`src/rtl/core/uart8_pkg.sv`:
```
// ----------------------------------------------------------------------------
// uart8_pkg
// Shared types and constants for the 8N1 half-bit UART transceiver.
// ----------------------------------------------------------------------------
package uart8_pkg;

  localparam int unsigned QDepth = 2;
  localparam int unsigned QPtrW  = 1;
  localparam int unsigned QCntW  = 2;

  localparam logic [4:0] TX_LAST_PHASE = 5'd19;
  localparam logic [4:0] TX_STOP_PHASE = 5'd17;
  localparam logic [4:0] TX_DATA_END   = 5'd15;
  localparam logic [4:0] RX_STOP_PHASE = 5'd18;

  localparam logic [15:0] HALF_BIT_RESET = 16'd207;

  // Register index within the configuration space
  localparam logic REG_HALF_BIT = 1'b0;

  typedef enum logic [1:0] {
    ST_NONE   = 2'd0,
    ST_ACCEPT = 2'd1,
    ST_REJECT = 2'd2
  } status_t;

  // One classified tick waiting for the engine
  typedef struct packed {
    logic       offer;
    logic [7:0] byte_val;
    logic       last;
    logic       level;
  } tick_t;

  typedef struct packed {
    logic       tx_line;
    status_t    status;
    logic       tx_busy;
    logic       rx_valid;
    logic [7:0] rx_byte;
    logic       frame_error;
  } result_t;

endpackage

```
`src/rtl/core/uart8_front.sv`:
```
// ----------------------------------------------------------------------------
// uart8_front
// Input side: classifies each tick and queues it for the engine.
// ----------------------------------------------------------------------------
module uart8_front import uart8_pkg::*; (
  input  logic       clk,
  input  logic       rst_n,
  input  logic       in_valid,
  output logic       in_ready,
  input  logic       in_kind,
  input  logic [7:0] in_tx_byte,
  input  logic       in_tx_last,
  input  logic       in_rx_level,
  output logic       q_valid,
  output tick_t      q_item,
  input  logic       q_ready
);

  tick_t             mem [QDepth];
  logic [QPtrW-1:0]  wr_ptr_r;
  logic [QPtrW-1:0]  rd_ptr_r;
  logic [QCntW-1:0]  count_r;
  logic              push;
  logic              pop;
  tick_t             item;

  assign in_ready = (count_r != QCntW'(QDepth));
  assign q_valid  = (count_r != '0);
  assign q_item   = mem[rd_ptr_r];
  assign push     = in_valid && in_ready;
  assign pop      = q_valid && q_ready;

  always_comb begin
    item.offer    = in_kind;
    // plain ticks carry no byte; keep the payload quiet
    item.byte_val = in_kind ? in_tx_byte : 8'd0;
    item.last     = in_kind & in_tx_last;
    item.level    = in_rx_level;
  end

  always_ff @(posedge clk) begin
    if (push) begin
      mem[wr_ptr_r] <= item;
    end
  end

  always_ff @(posedge clk) begin
    if (!rst_n) begin
      wr_ptr_r <= '0;
      rd_ptr_r <= '0;
      count_r  <= '0;
    end else begin
      if (push) begin
        wr_ptr_r <= wr_ptr_r + QPtrW'(1);
      end
      if (pop) begin
        rd_ptr_r <= rd_ptr_r + QPtrW'(1);
      end
      unique case ({push, pop})
        2'b10:   count_r <= count_r + QCntW'(1);
        2'b01:   count_r <= count_r - QCntW'(1);
        default: count_r <= count_r;
      endcase
    end
  end

endmodule

```
`src/rtl/core/uart8_back.sv`:
```
// ----------------------------------------------------------------------------
// uart8_back
// Engine: transmit and receive timers, bit sequencing, result register.
// ----------------------------------------------------------------------------
module uart8_back import uart8_pkg::*; (
  input  logic        clk,
  input  logic        rst_n,
  input  logic [15:0] half_bit_count,
  input  logic        q_valid,
  input  tick_t       q_item,
  output logic        q_ready,
  output logic        res_valid,
  output result_t     res,
  input  logic        res_ready
);

  logic [4:0]  tx_phase_r,  tx_phase_nxt;
  logic [15:0] tx_div_r,    tx_div_nxt;
  logic [7:0]  tx_active_r, tx_active_nxt;
  logic [7:0]  tx_hold_r,   tx_hold_nxt;
  logic        tx_full_r,   tx_full_nxt;
  logic        tx_run_r,    tx_run_nxt;
  logic        tx_level_r,  tx_level_nxt;
  logic        burst_r,     burst_nxt;
  logic [4:0]  rx_phase_r,  rx_phase_nxt;
  logic [15:0] rx_div_r,    rx_div_nxt;
  logic [7:0]  rx_shift_r,  rx_shift_nxt;
  logic        rx_run_r,    rx_run_nxt;
  logic        rx_prev_r,   rx_prev_nxt;
  logic        res_valid_r;
  result_t     res_r,       res_nxt;
  logic        take;
  logic [2:0]  rx_bit_idx;

  assign q_ready   = !res_valid_r || res_ready;
  assign take      = q_valid && q_ready;
  assign res_valid = res_valid_r;
  assign res       = res_r;
  assign rx_bit_idx = rx_phase_r[3:1] - 3'd1;

  always_comb begin
    tx_phase_nxt  = tx_phase_r;
    tx_div_nxt    = tx_div_r;
    tx_active_nxt = tx_active_r;
    tx_hold_nxt   = tx_hold_r;
    tx_full_nxt   = tx_full_r;
    tx_run_nxt    = tx_run_r;
    tx_level_nxt  = tx_level_r;
    burst_nxt     = burst_r;
    rx_phase_nxt  = rx_phase_r;
    rx_div_nxt    = rx_div_r;
    rx_shift_nxt  = rx_shift_r;
    rx_run_nxt    = rx_run_r;
    res_nxt       = '0;
    res_nxt.status = ST_NONE;

    // transmit timer advances before the offer is handled
    if (tx_run_r) begin
      if (tx_div_r >= half_bit_count) begin
        tx_div_nxt = '0;
        if (tx_phase_r == TX_LAST_PHASE) begin
          tx_phase_nxt = '0;
          if (tx_full_r) begin
            tx_active_nxt = tx_hold_r;
            tx_full_nxt   = 1'b0;
            tx_level_nxt  = 1'b0;
          end else begin
            tx_run_nxt    = 1'b0;
            tx_level_nxt  = 1'b1;
          end
        end else if (tx_phase_r > TX_LAST_PHASE) begin
          tx_phase_nxt = '0;
        end else begin
          if (tx_phase_r[0] && tx_phase_r <= TX_DATA_END) begin
            tx_level_nxt = tx_active_r[tx_phase_r[3:1]];
          end else if (tx_phase_r == TX_STOP_PHASE) begin
            tx_level_nxt = 1'b1;
          end
          tx_phase_nxt = tx_phase_r + 5'd1;
        end
      end else begin
        tx_div_nxt = tx_div_r + 16'd1;
      end
    end

    if (q_item.offer) begin
      if (!tx_run_nxt) begin
        tx_active_nxt  = q_item.byte_val;
        tx_level_nxt   = 1'b0;
        tx_run_nxt     = 1'b1;
        tx_phase_nxt   = '0;
        tx_div_nxt     = '0;
        res_nxt.status = ST_ACCEPT;
      end else if (!tx_full_nxt) begin
        tx_hold_nxt    = q_item.byte_val;
        tx_full_nxt    = 1'b1;
        res_nxt.status = ST_ACCEPT;
      end else begin
        res_nxt.status = ST_REJECT;
      end
      if (res_nxt.status == ST_ACCEPT) begin
        burst_nxt = !q_item.last;
      end
    end

    if (rx_run_r) begin
      if (rx_div_r >= half_bit_count) begin
        rx_div_nxt = '0;
        if (rx_phase_r == '0) begin
          // drop a false start, else move into the data bits
          if (q_item.level) begin
            rx_run_nxt = 1'b0;
          end else begin
            rx_phase_nxt = 5'd1;
          end
        end else if (rx_phase_r == RX_STOP_PHASE) begin
          res_nxt.rx_valid    = 1'b1;
          res_nxt.rx_byte     = rx_shift_r;
          res_nxt.frame_error = !q_item.level;
          rx_run_nxt          = 1'b0;
          rx_phase_nxt        = '0;
        end else if (rx_phase_r > RX_STOP_PHASE) begin
          rx_run_nxt   = 1'b0;
          rx_phase_nxt = '0;
        end else begin
          if (!rx_phase_r[0]) begin
            rx_shift_nxt[rx_bit_idx] = rx_shift_r[rx_bit_idx] | q_item.level;
          end
          rx_phase_nxt = rx_phase_r + 5'd1;
        end
      end else begin
        rx_div_nxt = rx_div_r + 16'd1;
      end
    end else if (rx_prev_r && !q_item.level) begin
      rx_run_nxt   = 1'b1;
      rx_phase_nxt = '0;
      rx_div_nxt   = '0;
      rx_shift_nxt = '0;
    end
    rx_prev_nxt = q_item.level;

    res_nxt.tx_line = tx_level_nxt;
    res_nxt.tx_busy = tx_run_nxt || tx_full_nxt || burst_nxt;
  end

  // holding byte is read only while full, so it needs no reset
  always_ff @(posedge clk) begin
    if (take) begin
      tx_hold_r <= tx_hold_nxt;
      res_r     <= res_nxt;
    end
  end

  always_ff @(posedge clk) begin
    if (!rst_n) begin
      tx_phase_r  <= '0;
      tx_div_r    <= '0;
      tx_active_r <= '0;
      tx_full_r   <= 1'b0;
      tx_run_r    <= 1'b0;
      tx_level_r  <= 1'b1;
      burst_r     <= 1'b0;
      rx_phase_r  <= '0;
      rx_div_r    <= '0;
      rx_shift_r  <= '0;
      rx_run_r    <= 1'b0;
      rx_prev_r   <= 1'b1;
      res_valid_r <= 1'b0;
    end else begin
      if (take) begin
        tx_phase_r  <= tx_phase_nxt;
        tx_div_r    <= tx_div_nxt;
        tx_active_r <= tx_active_nxt;
        tx_full_r   <= tx_full_nxt;
        tx_run_r    <= tx_run_nxt;
        tx_level_r  <= tx_level_nxt;
        burst_r     <= burst_nxt;
        rx_phase_r  <= rx_phase_nxt;
        rx_div_r    <= rx_div_nxt;
        rx_shift_r  <= rx_shift_nxt;
        rx_run_r    <= rx_run_nxt;
        rx_prev_r   <= rx_prev_nxt;
      end
      if (take) begin
        res_valid_r <= 1'b1;
      end else if (res_ready) begin
        res_valid_r <= 1'b0;
      end
    end
  end

endmodule

```
`src/rtl/core/uart_8n1_half_bit_transceiver.sv`:
```
// ----------------------------------------------------------------------------
// uart_8n1_half_bit_transceiver
// 8N1 UART with a half-bit divider; one tick per item, one result per tick.
//
//   channel  direction  handshake             payload
//   in_      input      in_valid / in_ready   kind, tx_byte, tx_last, rx_level
//   out_     output     out_valid / out_ready tx_line, accept_status, tx_busy,
//                                             rx_valid, rx_byte, frame_error
//   cfg_     APB access psel & penable        half_bit_count at address 0
//
// One tick is taken every cycle while neither side stalls. A tick passes
// through the two-entry input queue and then the result register.
// The engine updates its whole state once per tick, so it sets the rate.
// Synchronous active-low reset; all timers idle, both lines read as high.
// Either side may stall; the queue and result register absorb it.
// ----------------------------------------------------------------------------
module uart_8n1_half_bit_transceiver import uart8_pkg::*; (
  input  logic        clk,
  input  logic        rst_n,
  input  logic        in_valid,
  output logic        in_ready,
  input  logic        in_kind,
  input  logic [7:0]  in_tx_byte,
  input  logic        in_tx_last,
  input  logic        in_rx_level,
  output logic        out_valid,
  input  logic        out_ready,
  output logic        out_tx_line,
  output logic [1:0]  out_accept_status,
  output logic        out_tx_busy,
  output logic        out_rx_valid,
  output logic [7:0]  out_rx_byte,
  output logic        out_frame_error,
  input  logic        cfg_psel,
  input  logic        cfg_penable,
  input  logic        cfg_pwrite,
  input  logic [2:0]  cfg_paddr,
  input  logic [31:0] cfg_pwdata,
  output logic [31:0] cfg_prdata,
  output logic        cfg_pready
);

  logic [15:0] half_bit_r;
  logic        q_valid;
  logic        q_ready;
  tick_t       q_item;
  result_t     res;

  assign cfg_pready = 1'b1;
  assign cfg_prdata = (cfg_paddr[2] == REG_HALF_BIT) ? {16'd0, half_bit_r} : 32'd0;

  always_ff @(posedge clk) begin
    if (!rst_n) begin
      half_bit_r <= HALF_BIT_RESET;
    end else if (cfg_psel && cfg_penable && cfg_pwrite && cfg_pready &&
                 cfg_paddr[2] == REG_HALF_BIT) begin
      half_bit_r <= cfg_pwdata[15:0];
    end
  end

  uart8_front u_front (
    .clk         (clk),
    .rst_n       (rst_n),
    .in_valid    (in_valid),
    .in_ready    (in_ready),
    .in_kind     (in_kind),
    .in_tx_byte  (in_tx_byte),
    .in_tx_last  (in_tx_last),
    .in_rx_level (in_rx_level),
    .q_valid     (q_valid),
    .q_item      (q_item),
    .q_ready     (q_ready)
  );

  uart8_back u_back (
    .clk            (clk),
    .rst_n          (rst_n),
    .half_bit_count (half_bit_r),
    .q_valid        (q_valid),
    .q_item         (q_item),
    .q_ready        (q_ready),
    .res_valid      (out_valid),
    .res            (res),
    .res_ready      (out_ready)
  );

  assign out_tx_line       = res.tx_line;
  assign out_accept_status = res.status;
  assign out_tx_busy       = res.tx_busy;
  assign out_rx_valid      = res.rx_valid;
  assign out_rx_byte       = res.rx_byte;
  assign out_frame_error   = res.frame_error;

`ifndef SYNTHESIS
  a_ferr_with_rx: assert property (@(posedge clk) disable iff (!rst_n)
    out_valid && out_frame_error |-> out_rx_valid)
    else $error("frame error without a received byte");

  a_rx_byte_quiet: assert property (@(posedge clk) disable iff (!rst_n)
    out_valid && !out_rx_valid |-> out_rx_byte == 8'd0)
    else $error("received byte shown without rx_valid");

  a_accept_busy: assert property (@(posedge clk) disable iff (!rst_n)
    out_valid && out_accept_status == ST_ACCEPT |-> out_tx_busy)
    else $error("byte accepted while transmitter reports idle");

  a_reject_busy: assert property (@(posedge clk) disable iff (!rst_n)
    out_valid && out_accept_status == ST_REJECT |-> out_tx_busy)
    else $error("byte rejected while transmitter reports idle");
`endif

endmodule

```
`config.mk`:
```
export PLATFORM = sky130hd
export DESIGN_NAME = uart_8n1_half_bit_transceiver
export DESIGN_NICKNAME = d
export VERILOG_FILES = /design/src/rtl/core/uart8_pkg.sv /design/src/rtl/core/uart8_front.sv /design/src/rtl/core/uart8_back.sv /design/src/rtl/core/uart_8n1_half_bit_transceiver.sv
export SDC_FILE = /design/constraint.sdc
export NUM_CORES = 1
export LEC_CHECK = 0
export ABC_AREA = 1
export BUFFER_PORTS_ARGS = -buffer_cell sky130_fd_sc_hd__clkbuf_2
export CAP_MARGIN = 20
export CORE_UTILIZATION = 44
export DETAILED_ROUTE_END_ITERATION = 16
export GPL_ROUTABILITY_DRIVEN = 0
export PLACE_DENSITY = 0.64
export SLEW_MARGIN = 20
export SYNTH_ARGS = -nofsm -noshare
export SYNTH_HDL_FRONTEND = slang
export SYNTH_SLANG_ARGS = --single-unit
export TNS_END_PERCENT = 30
```
`constraint.sdc`:
```
create_clock -name clk -period 3.1 [get_ports clk]
set_input_delay 0.155 -clock clk [delete_from_list [all_inputs] [get_ports clk]]
set_output_delay 0.155 -clock clk [all_outputs]
set_load 0.02 [all_outputs]
```
Yosys cells after proc, flatten, opt, wreduce, memory -nomap -nowiden:

Memory sizes are Yosys's and may differ from the RTL's. A register that Yosys moved wholly into a read port is not among the register bits.
Index checks and enable logic that the tools add are counted.

* $add $sub $neg: 9
* $mul: 0
* div/mod/pow operators: 0
* $lt $le $gt $ge: 8
* equality and inequality tests: 13
* shifts and indexed selects: 0
* mux-type cells: 81
* bitwise operators: 7
* reduce and logical (&&, ||, !) cells: 25

Operator list (count)
* 16-bit 2-to-1 mux: 8
* 8-bit 2-to-1 mux: 14
* 5-bit 2-to-1 mux: 13
* 1-bit 2-to-1 mux: 37
* 16-bit by 1-bit adder with 16-bit output (second input constant): 2
* 16-bit greater-or-equal comparator: 2
* 5-bit == test (second input constant): 3
* 2-bit != test (second input constant): 6
* 5-bit by 1-bit adder with 5-bit output (second input constant): 2
* 5-bit > comparator (second input constant): 2
* 10-bit 2-to-1 mux: 1
* 8-bit bitwise mux: 1
* 1-bit logical AND: 8
* 3-bit by 4-bit < comparator with 1-bit output (second input constant): 2
* 4-bit AND reduction: 2
* 2-bit nonzero test: 4
* 7-bit AND reduction: 1
* 1-bit binary-select mux with 3-bit select: 2
* 2-bit 2-to-1 mux: 3
* 5-bit by 4-bit less-or-equal comparator with 1-bit output (second input constant): 1
* 5-bit zero test: 1
* 1-bit inverter: 5
* 2-bit by 1-bit == test with 1-bit output (second input constant): 2
* 2-bit one-hot mux with 2 select lines: 1
* other kinds (15): 20

* register bits after elaboration: 107
* bits in latches: 0
* RAM bits: 22
* memory bits (read-only): 0
* input bits: 53
* output and inout port bits: 49
* logic and storage cells: 168
* memories: 1

Memory list
* u_front.mem: words 2, width 11, rd ports 1, clocked after memory_dff 1, write ports 1, line uart8_front.sv:19 `tick_t mem [QDepth];`

Longest topological paths before layout:

* depth after elaboration: 12
* depth in mapped cells: 19
* gate-level depth less buffers: 19

By module:

Synthesis repeated with hierarchy kept, for this count alone.

* cell total of the unflattened synthesis: 1002
* area, all modules: 7787.5 um2

Modules (own cells, without submodules)
* uart8_back: instances 1, cells each 763, area each 5696.7 um2, seq. area each 1961.9 um2
* uart8_front: instances 1, cells each 89, area each 1134.8 um2, seq. area each 760.7 um2
* uart_8n1_half_bit_transceiver: instances 1, cells each 150, area each 955.9 um2, seq. area each 320.3 um2

Worst setup path after synthesis:

OpenSTA, ideal clock, no wires.

* path type: reg-to-reg
* from: register half_bit_r[7]
* to: register u_back.tx_hold_r[0] (enable)
* library setup time: 0.383 ns
* arrival: 2.191 ns
* required time: 2.717 ns
* setup slack: 0.525 ns
* cell stages (with the launch flop): 15
* buffers on the path: 0
* clock period less this slack: 2.575 ns
* path through: dfxtp_1 inv_1 ha_1 nand2_1 inv_1 nand2_1 nor2_1 nor2_1 nand2_1 nand2_1 nand2_1 nand2_1 o21ai_0 nand2_1 nor3_1

* cells in the longest elaborated chain, start to end: 5
* elaborated cells between the ends (all ways): 7
* those cells by class: order compare (1); mux (4); bitwise (1); reduce/logical (1)

RTL lines
* from (decl): line uart_8n1_half_bit_transceiver.sv:43 `logic [15:0] half_bit_r;`
* from (signal assigned): line uart_8n1_half_bit_transceiver.sv:57 `half_bit_r <= cfg_pwdata[15:0];`
* 16-bit greater-or-equal comparator *: line uart8_back.sv:59 `if (tx_div_r >= half_bit_count) begin`
* 1-bit 2-to-1 mux: line uart8_back.sv:59
* 1-bit 2-to-1 mux: line uart8_back.sv:58 `if (tx_run_r) begin`
* 1-bit inverter (no source line)
* 4-bit AND reduction (no source line) *
* to (signal assigned): line uart8_back.sv:149 `tx_hold_r <= tx_hold_nxt;`
* to (decl): line uart8_back.sv:20 `logic [7:0] tx_hold_r, tx_hold_nxt;`

Mark *: on every way between the ends. The rest lies on a longest branch, timed or not.
A chain may end at the register's enable or synchronous reset.

Worst setup path in the final report:

* from: register half_bit_r[9]
* to: register u_back.tx_div_r[5]

* cells in the longest elaborated chain, start to end: 5
* elaborated cells between the ends (all ways): 7
* those cells by class: order compare (1); mux (6)

RTL lines
* 16-bit greater-or-equal comparator *: line uart8_back.sv:59
* 16-bit 2-to-1 mux or 1-bit 2-to-1 mux (tied branches): line uart8_back.sv:59
* 16-bit 2-to-1 mux or 1-bit 2-to-1 mux (tied branches): line uart8_back.sv:58
* 16-bit 2-to-1 mux: line uart8_back.sv:87 `if (!tx_run_nxt) begin`
* 16-bit 2-to-1 mux *: line uart8_back.sv:86 `if (q_item.offer) begin`
* to (signal assigned): line uart8_back.sv:172 `tx_div_r <= tx_div_nxt;`
* to (decl): line uart8_back.sv:18 `logic [15:0] tx_div_r, tx_div_nxt;`

Marked as above.

==> Flow_metrics.wiki <==
{| class="wikitable"
! Metric !! Value
|-
| Status || finished, final reports clean
|-
| WL/cell || 13.2 um
|-
| Register-to-register setup slack || 440 ps
|-
| Antenna diodes || 0
|-
| Total gr overflow || 0
|-
| Share of the synthesized area in the top cell type || 22.6%
|-
| Seq/Total Area, Yosys || 40.0%
|-
| Clock net sink count || 130
|-
| Post-cts repair resize count || 0
|-
| Number of antenna violations at the first check in global routing || 0
|-
| Die boundary height || 134 um
|-
| Largest area contributor in the synthesized netlist || dfxtp_1
|-
| Stage delay of the slowest cell on the critical path || 320 ps
|-
| Cell type with the highest occurrence count on the critical path || a21oi_1
|-
| Combinational fraction of design power || 38.6%
|-
| Worst-skew pair later-pin latency || 420 ps
|-
| 1st-iter DRT viols || 502
|-
| Leading cell types in the layout, fill and taps excluded || nand2_1, inv_1, dfxtp_1
|-
| Ys Warns || 0
|-
| Width of the die || 134 um
|-
| Total routing usage reported by global routing || 20.9%
|-
| Final cycle utilization of the critical path || 85.9%
|-
| First-pass GRT wire length || 29700 um
|-
| Pwr/cell area || 803 nW/um^2
|-
| Reg-to-Reg Start || half_bit_r[9]$_SDFFE_PN0P_
|-
| Number of different library cells in the post-synthesis netlist || 44
|-
| Core ar. || 16800 um^2
|-
| Core Rows || 47
|-
| Vias after detailed routing || 6689
|-
| Largest net degree at the start of global routing || 48
|-
| I/O Buffers || 66
|-
| Proportion of power drawn by flip-flops and latches || 33.2%
|-
| Final cell area excluding filler cells || 8760 um^2
|-
| Actual transition at the worst max-transition pin || 965 ps
|-
| Placed cell area || 8070 um^2
|-
| CTS clock-pin slew for the worst setup and hold paths || 60 ps
|-
| Source of the worst hold timing path || in_tx_byte[6]
|-
| Switching Fraction || 40.5%
|-
| Initial core utilization || 45.4%
|-
| Total internal power || 4.19 mW
|-
| Register bit count reported by yosys || 130
|-
| Final count of pins violating max slew || 0
|-
| Unrepaired setup endpoints after global routing || false
|-
| # IOs || 102
|-
| Maximum resistive drop on vdd || 0.000610 V
|-
| Clock network power share || 28.1%
|-
| Depth of the worst hold-timing path || 3
|-
| Bufs and invs on worst path || 1
|-
| Max Cap Violations || 0
|-
| Cells along the critical path || inv_1, ha_1, a21oi_1, o21ai_0, a21oi_1, nand2_1, nand2_2, nand2_4, nand2_4, nand2_2, nor2_4, nand2_1, a21oi_1
|-
| Post-DP HPWL || 12300 um
|-
| Floorplan die area || 17800 um^2
|-
| CTS root buffer || clkbuf_16
|-
| Commonest non-fill, non-tap cell in the layout || nand2_1
|-
| Arrival time worst endpoint || 3010 ps
|-
| Sw power || 2.85 mW
|-
| Worst-case reg-to-reg path depth || 13
|-
| Setup Viol. Count Final || 0
|-
| Proportion of layout cells with a drive suffix above 1 || 14.0%
|-
| Vias/cell || 5.02
|-
| Max-slew headroom at the worst pin || 35.4%
|-
| Required time at the endpoint of the critical path || 3440 ps
|-
| Avg Cell Area, Syn || 7.38 um^2
|-
| FF-to-FF End || u_back.tx_div_r[5]$_SDFFE_PN0P_
|-
| Number of hold buffers added after CTS || 9
|-
| Post-synthesis instance area || 7610 um^2
|-
| Drc violations || 0
|-
| Number of hold violations in the final report || 0
|-
| Type of the setup path with the least slack || reg -> reg
|-
| Number of CTS-inserted buffers || 17
|-
| Remaining antenna violation count after routing || 0
|-
| Hold WC Path Type || in -> reg
|-
| Synth-to-Final Area Change || 15.1%
|-
| Vias in the first global route || 6152
|-
| Leakage power of the design || 3.99 nW
|-
| Worst-path maximum fanout || 15
|-
| Net count reported at finish || 1195
|-
| Peak Freq || 375 MHz
|-
| Sort of element at the end of the critical path || flip-flop
|-
| Post-Synthesis Cells || 1031
|-
| Critical path's top delay family || simple AND/OR/NAND/NOR gates
|-
| Number of buffers on the longest clock path || 2
|-
| Top post-synthesis cells by area || dfxtp_1, edfxtp_1, nand2_1
|-
| Setup repair bufs after CTS || 0
|-
| TritonCTS clock tree || done
|-
| H-tree Lvls || 4
|-
| Hold endpoint || u_front.mem[0][8]$_DFFE_PP_
|-
| DRT Pass-1 Iters || 8
|-
| Total negative slack for setup checks || 0 ps
|-
| Clock Skews || 6.38 ps
|-
| Critical Path Start Type || flip-flop
|-
| Crit path time final || 2660 ps
|-
| Total Wirelength || 17600 um
|-
| Master of the slowest instance on the critical path || nor2_4
|}
==> synth_stat cells (all sizes together) <==
library cell    n
nor2           87
ha             43
edfxtp         44
clkbuf         23
xor2           18
a211oi          5
o21ai          83
clkinv          2
conb            2
nor3b           2
o21a            1
o21bai          1
o211ai          8
dfxtp          86
buf            35
o31ai           1
inv           136
nand2         249
nor4            3
or2            13
nand3          56
xnor2           4
o22ai           4
mux2i           1
and3            2
a21oi          84
nor3           15
nand4          23
==> layout make-up <==
class / instances / area (um^2)
well taps: 220 / 275
fillers: 1621 / 8000
inverters: 138 / 519
clock inverters: 7 / 41.3
multi-input cells: 720 / 3780
flip-flops and latches: 130 / 3040
repair buffers: 92 / 548
clock buffers: 25 / 558
==> how the worst max path moves through the flow <==
| stage | start | cells past startpoint | end | slack [ps] |
|---|---|---|---|---|
| global route | half_bit_r[7]$_SDFFE_PN1P_ | 17 | u_back.tx_div_r[5]$_SDFFE_PN0P_ | 150 |
| global placement | half_bit_r[11]$_SDFFE_PN0P_ | 13 | u_back.tx_div_r[7]$_SDFFE_PN0P_ | 470 |
| CTS | half_bit_r[9]$_SDFFE_PN0P_ | 13 | u_back.tx_div_r[5]$_SDFFE_PN0P_ | 390 |
| detailed placement | half_bit_r[9]$_SDFFE_PN0P_ | 13 | u_back.tx_div_r[9]$_SDFFE_PN0P_ | 420 |
| floorplan | half_bit_r[7]$_SDFFE_PN1P_ | 14 | u_back.tx_hold_r[0]$_DFFE_PP_ | 530 |
| finish | half_bit_r[9]$_SDFFE_PN0P_ | 13 | u_back.tx_div_r[5]$_SDFFE_PN0P_ | 440 |
==> layer usage <==
metal | global-route usage (%) | share of wire [%] | up-vias
li1 | - | - | 3475
met1 | 27.9 | 49 | 3075
met2 | 34.1 | 46 | 119
met3 | 3.58 | 2.8 | 20
met4 | 7.07 | 1.5 | 0
met5 | 0 | 0 | -
==> worst register-to-register path: stages, from the launching register on <==
cell     delay (ps)
dfxtp_1         290
inv_1           180
ha_1            290
a21oi_1         140
o21ai_0          90
a21oi_1         210
nand2_1         220
nand2_2         140
nand2_4         120
nand2_4         220
nand2_2         110
nor2_4          320
nand2_1         110
a21oi_1         140
==> power by group through the flow <==
stage               registers, mW  clock network, mW  logic (mW)
floorplan                    2.47                  0        1.92
CTS                          2.34               2.02        2.72
detailed placement           2.37                  0        2.70
global route                 2.38               2.08        3.05
finish                       2.34               1.98        2.72
global placement             2.36                  0        2.68
==> kinds of logic (layout without fill, tap and decap cells) <==
logic type,count (synthesis),count (layout),synth area share [%]
XOR/XNOR,22,22,2.53
multiplexers,1,1,0.132
AO/OA/AOI/OAI,187,187,13.2
adder cells (fa/ha/maj),43,43,7.07
buffers and inverters,196,262,11.1
other,2,17,0.0987
flip-flops,130,130,40.0
AND/OR/NAND/NOR,450,450,25.9
==> metrics by stage <==
step,std cells,setup slack (ps),utilization [%],total power [mW],hold slack [ps]
2_1_floorplan,1046,525,-,4.38,254
3_3_place_gp,1291,468,48.2,5.04,349
3_5_place_dp,1291,425,48.2,5.07,355
4_1_cts,1332,392,52.3,7.08,1.57
5_1_grt,1332,145,52.3,7.51,22.8
6_report,1332,436,52.3,7.03,15.5
==> sequential cells by signal, summed over array words and instances, names as in the netlist, 2 cells and up, named ones only <==
name	flops
half_bit_r	16
u_back.res	14
u_back.rx_div_r	16
u_back.rx_phase_r	5
u_back.rx_shift_r	8
u_back.tx_active_r	8
u_back.tx_div_r	16
u_back.tx_hold_r	8
u_back.tx_phase_r	5
u_front.count_r	2
u_front.mem	22
Power figures use the tool's default switching activity.
